===== src/hdl/rvva_pkg.sv =====
// ----------------------------------------------------------------------------
// rvva_pkg
// Shared types and constants for the rail voltage vote arbiter.
// ----------------------------------------------------------------------------
package rvva_pkg;

  localparam int NUM_USERS     = 6;
  localparam int TABLE_ENTRIES = 4;
  localparam int VOLT_WIDTH    = 16;

  localparam int CODE_W        = 8;
  localparam int CODE_MAX_PINS = 8;
  localparam int TSIZE_W       = 3;
  localparam int PINS_W        = 4;
  localparam int ENTRY_W       = 24;
  localparam int CFG_DATA_W    = ENTRY_W;

  // register indexes
  localparam int CFG_VOTE_MODE  = 0;
  localparam int CFG_TABLE_SIZE = 1;
  localparam int CFG_PIN_COUNT  = 2;
  localparam int CFG_ENTRY_BASE = 3;
  localparam int CFG_IDX_W      = $clog2(CFG_ENTRY_BASE + TABLE_ENTRIES);

  localparam logic VOTE_MAX     = 1'b0;
  localparam logic VOTE_MIN_POS = 1'b1;

  localparam logic STATUS_OK      = 1'b0;
  localparam logic STATUS_BAD_IDX = 1'b1;

  typedef enum logic [1:0] {
    FUNC_SET     = 2'd0,
    FUNC_ENABLE  = 2'd1,
    FUNC_DISABLE = 2'd2,
    FUNC_NONE    = 2'd3
  } func_t;

  typedef struct packed {
    func_t                 func;
    logic [2:0]            user_index;
    logic [VOLT_WIDTH-1:0] voltage;
  } in_item_t;

  typedef struct packed {
    logic                  status;
    logic [VOLT_WIDTH-1:0] voted_voltage;
    logic [CODE_W-1:0]     select_code;
    logic                  rail_enable;
  } out_item_t;

  typedef struct packed {
    logic                                  vote_mode;
    logic [TSIZE_W-1:0]                    table_size;
    logic [PINS_W-1:0]                     pin_count;
    logic [TABLE_ENTRIES-1:0][ENTRY_W-1:0] table_entry;
  } cfg_t;

endpackage


===== src/hdl/rail_voltage_vote_arbiter.sv =====
// ----------------------------------------------------------------------------
// rail_voltage_vote_arbiter
// Arbitrates one power rail among several users and drives the select code.
// ----------------------------------------------------------------------------
// One request can be taken every clock cycle as long as results are taken as
// fast. A request register feeds a single update stage that applies the
// request to the user votes, takes the vote and looks up the threshold table.
// The result goes into an output register. It is offered once the request
// has passed the request register and moved into the output register.
// While a result waits, one more request can wait in the request register.
// in_stall rises only when both registers are full and out_stall is high.
// Every request sees the state left by the one before it. The user must
// write configuration via the cfg_ port only while idle; no check is made.
module rail_voltage_vote_arbiter import rvva_pkg::*; (
  input  logic                  clk,
  input  logic                  rst_n,
  input  logic                  in_valid,
  output logic                  in_stall,
  input  in_item_t              in_data,
  output logic                  out_valid,
  input  logic                  out_stall,
  output out_item_t             out_data,
  input  logic                  cfg_we,
  input  logic [CFG_IDX_W-1:0]  cfg_index,
  input  logic [CFG_DATA_W-1:0] cfg_wdata
);

  cfg_t      cfg;
  in_item_t  s1_item_r;
  logic      s1_valid_r, s1_valid_nxt;
  out_item_t out_item_r;
  logic      out_valid_r, out_valid_nxt;
  out_item_t result;
  logic      s1_go;
  logic      in_take;

  rvva_cfg u_cfg (
    .clk       (clk),
    .rst_n     (rst_n),
    .cfg_we    (cfg_we),
    .cfg_index (cfg_index),
    .cfg_wdata (cfg_wdata),
    .cfg       (cfg)
  );

  rvva_core u_core (
    .clk    (clk),
    .rst_n  (rst_n),
    .cfg    (cfg),
    .go     (s1_go),
    .item   (s1_item_r),
    .result (result)
  );

  assign s1_go    = s1_valid_r && (!out_valid_r || !out_stall);
  assign in_stall = s1_valid_r && !s1_go;
  assign in_take  = in_valid && !in_stall;

  always_comb begin
    s1_valid_nxt  = in_take ? 1'b1 : (s1_go ? 1'b0 : s1_valid_r);
    out_valid_nxt = s1_go ? 1'b1 : (out_stall ? out_valid_r : 1'b0);
  end

  always_ff @(posedge clk) begin
    if (!rst_n) begin
      s1_valid_r  <= 1'b0;
      out_valid_r <= 1'b0;
    end else begin
      s1_valid_r  <= s1_valid_nxt;
      out_valid_r <= out_valid_nxt;
    end
  end

  always_ff @(posedge clk) begin
    if (in_take) s1_item_r <= in_data;
    if (s1_go)   out_item_r <= result;
  end

  assign out_valid = out_valid_r;
  assign out_data  = out_item_r;

  // an advancing request always lands in the output register
  a_go_fills_out: assert property (@(posedge clk) disable iff (!rst_n)
    s1_go |=> out_valid_r)
    else $error("advanced request lost");

  // a blocked request stays put
  a_s1_holds: assert property (@(posedge clk) disable iff (!rst_n)
    (s1_valid_r && !s1_go) |=> (s1_valid_r && $stable(s1_item_r)))
    else $error("blocked request dropped or changed");

  // request stage only advances into a free or draining output
  a_no_overwrite: assert property (@(posedge clk) disable iff (!rst_n)
    s1_go |-> (!out_valid_r || !out_stall))
    else $error("result overwritten while stalled");

endmodule


===== src/hdl/rvva_cfg.sv =====
// ----------------------------------------------------------------------------
// rvva_cfg
// Configuration register file: vote mode, table size, pin count, thresholds.
// ----------------------------------------------------------------------------
module rvva_cfg import rvva_pkg::*; (
  input  logic                  clk,
  input  logic                  rst_n,
  input  logic                  cfg_we,
  input  logic [CFG_IDX_W-1:0]  cfg_index,
  input  logic [CFG_DATA_W-1:0] cfg_wdata,
  output cfg_t                  cfg
);

  cfg_t cfg_r;
  cfg_t cfg_nxt;

  always_comb begin
    cfg_nxt = cfg_r;
    if (cfg_we) begin
      if (32'(cfg_index) == CFG_VOTE_MODE) begin
        cfg_nxt.vote_mode = cfg_wdata[0];
      end
      if (32'(cfg_index) == CFG_TABLE_SIZE) begin
        cfg_nxt.table_size = cfg_wdata[TSIZE_W-1:0];
      end
      if (32'(cfg_index) == CFG_PIN_COUNT) begin
        cfg_nxt.pin_count = cfg_wdata[PINS_W-1:0];
      end
      for (int k = 0; k < TABLE_ENTRIES; k++) begin
        if (32'(cfg_index) == CFG_ENTRY_BASE + k) begin
          cfg_nxt.table_entry[k] = cfg_wdata[ENTRY_W-1:0];
        end
      end
    end
  end

  always_ff @(posedge clk) begin
    if (!rst_n) begin
      cfg_r <= '0;
    end else begin
      cfg_r <= cfg_nxt;
    end
  end

  assign cfg = cfg_r;

endmodule


===== src/hdl/rvva_core.sv =====
// ----------------------------------------------------------------------------
// rvva_core
// Per-user vote state, vote reduction and threshold lookup; commits on go.
// ----------------------------------------------------------------------------
module rvva_core import rvva_pkg::*; (
  input  logic      clk,
  input  logic      rst_n,
  input  cfg_t      cfg,
  input  logic      go,
  input  in_item_t  item,
  output out_item_t result
);

  logic [NUM_USERS-1:0][VOLT_WIDTH-1:0] user_volt_r, user_volt_nxt;
  logic [NUM_USERS-1:0]                 active_r, active_nxt;
  logic [VOLT_WIDTH-1:0]                voted_r, voted_nxt;
  logic [CODE_W-1:0]                    code_r, code_nxt;
  logic                                 enable_r, enable_nxt;

  logic                  idx_ok;
  logic                  revote;
  logic [VOLT_WIDTH-1:0] acc;
  logic [VOLT_WIDTH-1:0] v;
  logic [TSIZE_W-1:0]    n_ent;
  logic [PINS_W-1:0]     n_pins;
  logic [CODE_W-1:0]     code_sel;
  logic [CODE_W-1:0]     pin_mask;

  assign idx_ok = 32'(item.user_index) < NUM_USERS;

  // state update for this request
  always_comb begin
    user_volt_nxt = user_volt_r;
    active_nxt    = active_r;
    enable_nxt    = enable_r;
    revote        = 1'b0;
    if (idx_ok) begin
      unique case (item.func)
        FUNC_SET: begin
          for (int u = 0; u < NUM_USERS; u++) begin
            if (32'(item.user_index) == u) user_volt_nxt[u] = item.voltage;
          end
          revote = 1'b1;
        end
        FUNC_ENABLE: begin
          for (int u = 0; u < NUM_USERS; u++) begin
            if (32'(item.user_index) == u) active_nxt[u] = 1'b1;
          end
          enable_nxt = 1'b1;
        end
        FUNC_DISABLE: begin
          for (int u = 0; u < NUM_USERS; u++) begin
            if (32'(item.user_index) == u) begin
              active_nxt[u]    = 1'b0;
              user_volt_nxt[u] = '0;
            end
          end
          revote = 1'b1;
          if (active_nxt == '0) enable_nxt = 1'b0;
        end
        FUNC_NONE: begin
        end
        default: begin
        end
      endcase
    end
  end

  // vote over active users, after this request's update
  always_comb begin
    acc = '0;
    v   = '0;
    for (int u = 0; u < NUM_USERS; u++) begin
      v = user_volt_nxt[u];
      if (active_nxt[u]) begin
        if (cfg.vote_mode == VOTE_MIN_POS) begin
          if (acc == '0 || (v != '0 && v < acc)) acc = v;
        end else if (v > acc) begin
          acc = v;
        end
      end
    end
  end

  // threshold search: first entry at or above the level, else last in use
  always_comb begin
    n_ent    = (32'(cfg.table_size) > TABLE_ENTRIES) ? TSIZE_W'(TABLE_ENTRIES)
                                                     : cfg.table_size;
    n_pins   = (32'(cfg.pin_count) > CODE_MAX_PINS) ? PINS_W'(CODE_MAX_PINS)
                                                    : cfg.pin_count;
    code_sel = '0;
    for (int k = 0; k < TABLE_ENTRIES; k++) begin
      if (32'(n_ent) == k + 1) code_sel = cfg.table_entry[k][23:16];
    end
    for (int k = TABLE_ENTRIES - 1; k >= 0; k--) begin
      if (32'(n_ent) > k && acc <= cfg.table_entry[k][15:0]) begin
        code_sel = cfg.table_entry[k][23:16];
      end
    end
    for (int b = 0; b < CODE_W; b++) begin
      pin_mask[b] = 32'(n_pins) > b;
    end
  end

  always_comb begin
    voted_nxt = voted_r;
    code_nxt  = code_r;
    if (revote) begin
      voted_nxt = acc;
      if (n_ent != '0 && n_pins != '0) code_nxt = code_sel & pin_mask;
    end
  end

  always_ff @(posedge clk) begin
    if (!rst_n) begin
      user_volt_r <= '0;
      active_r    <= '0;
      voted_r     <= '0;
      code_r      <= '0;
      enable_r    <= 1'b0;
    end else if (go) begin
      user_volt_r <= user_volt_nxt;
      active_r    <= active_nxt;
      voted_r     <= voted_nxt;
      code_r      <= code_nxt;
      enable_r    <= enable_nxt;
    end
  end

  assign result.status        = idx_ok ? STATUS_OK : STATUS_BAD_IDX;
  assign result.voted_voltage = voted_nxt;
  assign result.select_code   = code_nxt;
  assign result.rail_enable   = enable_nxt;

  // any active user keeps the rail on
  a_active_rail_on: assert property (@(posedge clk) disable iff (!rst_n)
    (active_r != '0) |-> enable_r)
    else $error("active user with rail off");

  // with nobody active the vote can only be zero
  a_idle_vote_zero: assert property (@(posedge clk) disable iff (!rst_n)
    (active_r == '0) |-> (voted_r == '0))
    else $error("nonzero vote with no active user");

  // a rejected request leaves the state alone
  a_bad_idx_holds: assert property (@(posedge clk) disable iff (!rst_n)
    (go && !idx_ok) |=> ($stable(user_volt_r) && $stable(active_r) &&
                         $stable(voted_r) && $stable(code_r) && $stable(enable_r)))
    else $error("rejected request changed state");

endmodule

===== config.mk =====
export PLATFORM = sky130hd
export DESIGN_NAME = rail_voltage_vote_arbiter
export DESIGN_NICKNAME = d
export VERILOG_FILES = /design/src/hdl/rvva_pkg.sv /design/src/hdl/rail_voltage_vote_arbiter.sv /design/src/hdl/rvva_cfg.sv /design/src/hdl/rvva_core.sv
export SDC_FILE = /design/constraint.sdc
export NUM_CORES = 1
export LEC_CHECK = 0
export BUFFER_PORTS_ARGS = -buffer_cell sky130_fd_sc_hd__buf_2
export CAP_MARGIN = 20
export CELL_PAD_IN_SITES_DETAIL_PLACEMENT = 1
export CELL_PAD_IN_SITES_GLOBAL_PLACEMENT = 1
export CORE_UTILIZATION = 40
export CTS_BUF_LIST = sky130_fd_sc_hd__clkbuf_16
export DETAILED_ROUTE_END_ITERATION = 10
export HOLD_SLACK_MARGIN = 0.15
export PLACE_DENSITY = 0.71
export SLEW_MARGIN = 30
export SYNTH_ARGS = -nofsm -noshare
export SYNTH_HDL_FRONTEND = slang
export SYNTH_HIERARCHICAL = 1
export SYNTH_SLANG_ARGS = --single-unit

===== constraint.sdc =====
create_clock -name clk -period 22.3 [get_ports clk]
set_clock_uncertainty 0.2 [all_clocks]
set_input_delay 3.345 -clock clk [delete_from_list [all_inputs] [get_ports clk]]
set_output_delay 3.345 -clock clk [all_outputs]
set_load 0.05 [all_outputs]

==> Word level (Yosys, flattened, before mapping) <==
Index checks and enable logic that the tools add are counted.
{ "totals": {"reg_bits": 280, "elab_cells": 209, "input_bits": 53, "out_inout_bits": 28} }
{ "op_classes": {"order_cmp": 30, "n_reduce_logical": 48, "bitwise": 1, "muxes": 86, "n_eq_ne": 18} }
{ "op_table": {"columns": ["cell", "n"], "rows": [
  ["$mux W16", 36],
  ["$pmux W96 S2", 1],
  ["$mux W96", 1],
  ["$gt A16 B16 Y1", 5],
  ["$logic_not A16 Y1", 5],
  ["$lt A16 B16 Y1", 5],
  ["$mux W8", 10],
  ["$reduce_bool A16 Y1", 5],
  ["$le A16 B16 Y1", 4],
  ["$mux W1", 33],
  ["$eq A3 B2 Y1 const B", 6],
  ["$eq A3 B3 Y1 const B", 6],
  ["$gt A16 B1 Y1 const B", 1],
  ["$gt A4 B3 Y1 const B", 4],
  ["$reduce_and A2 Y1", 7],
  ["$logic_and A1 B1 Y1", 13],
  ["$pmux W6 S2", 1],
  ["$eq A3 B1 Y1 const B", 3],
  ["$and A8 B8 Y8", 1],
  ["$gt A4 B1 Y1 const B", 2],
  ["$gt A4 B2 Y1 const B", 2],
  ["$gt A3 B1 Y1 const B", 2],
  ["$gt A3 B2 Y1 const B", 2],
  ["$logic_not A3 Y1", 2],
  ["other kinds (18)", 26]
]} }

==> Logic depth before layout (Yosys ltp) <==
{ "logic_depth": {"depth_word": 47, "mapped_depth": 83, "mapped_depth_nobuf": 72} }

==> Modules after synthesis <==
The synthesis kept the hierarchy.
{ "modules_own_cells": {"columns": ["mod", "seq_area_each_um2", "area_per_inst_um2", "cells_per_inst", "instances"], "rows": [
  ["rvva_core", 2542.4, 12470.7, 1597, 1],
  ["rvva_cfg", 2082.0, 3832.4, 370, 1],
  ["rail_voltage_vote_arbiter", 1451.4, 1495.2, 55, 1]
]} }

==> Worst setup path after synthesis <==
No wires, ideal clock.
{ "synth_path": {"kind": "reg-to-reg", "from": "register s1_item_r[19] in the netlist's numbering", "to": "register out_item_r (netlist bit out_data[1]), data pin", "n_path_buf": 11, "arrival_ns": 17.228, "synth_period_minus_slack_ns": 17.687, "path_stages_with_launch": 80, "setup_ns": 0.260, "path_slack_ns": 4.613, "t_required_ns": 21.840, "path_cell_list": "edfxtp_1 inv_1 ha_1 clkbuf_1 or2_2 clkbuf_1 nand2_1 clkbuf_1 a22oi_1 nor2_1 inv_1 ha_1 and4_1 a221o_1 a21oi_1 a21oi_1 or2_1 a21oi_1 (+44 left out) and2_1 a31oi_2 o21ai_4 buf_6 mux2i_1 ha_1 nor2b_1 o21a_1 o21a_1 o21a_1 o21a_1 o21a_1 o21ai_0 a21oi_1 o31a_1 nor2_1 o31ai_1 mux2_2"} }
{ "synth_lines": {"columns": ["item", "line", "source"], "rows": [
  ["start, declared", "rail_voltage_vote_arbiter.sv:29", "in_item_t s1_item_r;"],
  ["start signal, assigned", "rail_voltage_vote_arbiter.sv:75", "if (in_take) s1_item_r <= in_data;"],
  ["end signal, assigned", "rail_voltage_vote_arbiter.sv:76", "if (s1_go) out_item_r <= result;"],
  ["end, declared", "rail_voltage_vote_arbiter.sv:31", "out_item_t out_item_r;"]
]} }

==> results.json <==
{
  "fillers": 4958,
  "cts.root.buffer_cell": "clkbuf_16",
  "intPower_uw": 894,
  "slew_headroom": 0.371,
  "vias": 15466,
  "postSynthCellCount": 1972,
  "drv_cap": 0,
  "drt-total-wl_um": 59100,
  "combPwrFrac": 0.184,
  "cp-start-kind": "flip-flop",
  "slew_viol_final": 0,
  "avgSynthCellArea_sq_um": 8.75,
  "wl_met3_um": 2200,
  "die_width_um": 210,
  "hp-class": "reg2reg",
  "synth_nets": 2156,
  "fin_nets": 2175,
  "clockPowerShare": 0.414,
  "antenna_found_initial": 1,
  "worst_pin_slew_ns": 0.943,
  "die_h_um": 210,
  "grt_pass1_vias": 15859,
  "final_area_sq_um": 19100,
  "leakage_uw": 0.00780,
  "cts_tree": "yes",
  "start_util": 0.408,
  "sequentialPowerShare": 0.401,
  "cts_buffers": 34,
  "rsz0062_at_grt": "no",
  "clk_path_buf_depth": 3,
  "wl_met2_um": 28400,
  "drc_errors": 0,
  "ctsHoldBuffers": 0,
  "dp_hpwl_um": 43300,
  "crit_slowest_cell": "a2111oi_0",
  "powerDensity_nw_per_um2": 67.7,
  "drive_above_1_share": 0.123,
  "clkTransAtPathRegs_ns": 0.06,
  "setup-tns-final_ns": 0,
  "dp.cells": 2494,
  "syn_area_sq_um": 17200,
  "drtIter0Drc": 917,
  "core_sq_um": 42200,
  "dr.pass1.iters": 5,
  "worst-path-max-fanout": 28,
  "finalHoldViolCount": 0,
  "outcome": "complete, no violations",
  "cts_setup_buffers": 0,
  "cts_resized": 0,
  "critical_path_class": "reg2reg",
  "grt_max_degree": 85,
  "num_io_pins": 81,
  "layout.cells.non_filler": 2557,
  "wl_met1_um": 26200,
  "grt_overflow": 0,
  "max_stage_delay_ns": 0.69,
  "switching_share": 0.309,
  "placed_area_sq_um": 18000,
  "gp_congestion": 0.916,
  "fmaxAchievable_ghz": 0.0519,
  "end_kind": "flip-flop",
  "drtAntennaViolNets": 0,
  "crit_path_frequent_cell": "ha_1",
  "track_usage": 0.267,
  "worstPathArrival_ns": 19.39,
  "yosysWarnings": 6,
  "setup_violations": 0,
  "grt_pass1_wl_um": 92000,
  "port_buffers": 80,
  "wire_per_inst_um": 23.1,
  "p_switching_uw": 401,
  "viasPerCell": 6.05,
  "htreeDepth": 2,
  "clk_latency_ns": 0.56,
  "ir_worst_vdd_mv": 0.0658,
  "highest_layer": "met4",
  "die_area_sq_um": 43900,
  "fin_crit_sh": 0.864,
  "min_period_ns": 19.27,
  "required_ns": 22.42,
  "syn_to_final_growth_pct": 10.9,
  "cts_sinks": 264,
  "rows": 75
}
worst max-delay path: cells and delay by family (launching register included):
kind            cells  cell delay (ns)
compound gates     38             8.67
mux                 6             1.99
buf+inv             7             1.59
fa+ha+maj           7             2.23
simple gates       14             3.94
flops               1             0.35
metrics by stage:
step	util	setup slack (ns)	total power [uW]	hold WS (ns)
floorplan	-	4.61	690	0.234
global placement	0.427	3.69	759	0.244
detailed placement	0.427	3.20	766	0.252
CTS	0.453	3.14	1310	0.262
global route	0.453	1.74	1350	0.283
finish	0.453	3.03	1290	0.261
final timing paths:
path	start	end	slack (ns)	cells past startpoint
max	s1_item_r[19]	out_data[1]	3.03	72
min	u_cfg/cfg[34]	u_cfg/cfg[34]	0.26	2
max reg2reg	s1_item_r[19]	out_data[1]	3.03	72
min reg2reg	u_cfg/cfg[34]	u_cfg/cfg[34]	0.26	2
routing by layer:
layer	vias up	GRT usage
met5	-	0
met4	0	0.108
met3	136	0.0322
met2	350	0.460
met1	7654	0.337
li1	7326	-
state kept, by name, summed over array words and instances, names as in the netlist:
name and flops:
u_core/code_r 8, u_core/enable_r 1, s1_item_r 21, u_cfg/cfg 88
s1_valid_r 1, u_core/active_r 6, out_data 26, u_core/user_volt_r 96
out_valid 1, u_core/voted_r 16
cell type report:
type | instances | area [sq um] | area share
well taps | 539 | 674 | 0.0353
clock inverters | 28 | 233 | 0.0122
inverters | 148 | 557 | 0.0291
repair buffers | 118 | 692 | 0.0362
multi-input cells | 1425 | 10400 | 0.542
clock buffers | 34 | 851 | 0.0445
flip-flops and latches | 264 | 5760 | 0.301
diodes | 1 | 2.50 | 0.000131
layout by cell type, fill, tap and decap left out, types with 11 or more instances in the layout:
cell         n
a211oi_1    55
a21o_1      20
a21oi_1     41
a22o_1      32
a22oi_1     96
a31oi_1     23
buf_2       79
buf_4       38
clkbuf_16   34
dfxtp_1    217
edfxtp_1    47
ha_1       131
inv_1      148
mux2_2      36
mux2i_1    165
nand2_1    188
nand3_1     45
nand4_1     34
nor2_1     180
nor2b_1     11
nor3_1      15
nor4_1      22
o2111ai_1   17
o21a_1      36
o21ai_0     59
o221a_1     15
o22ai_1     17
or3_1       21
power by group through the flow:
stage | clock network (uW) | logic, uW | registers, uW
2_1_floorplan | 0 | 163 | 528
3_3_place_gp | 0 | 230 | 529
3_5_place_dp | 0 | 236 | 530
4_1_cts | 550 | 238 | 519
5_1_grt | 565 | 260 | 521
6_report | 536 | 239 | 520
Note: power is estimated with default switching activity, not from simulation.
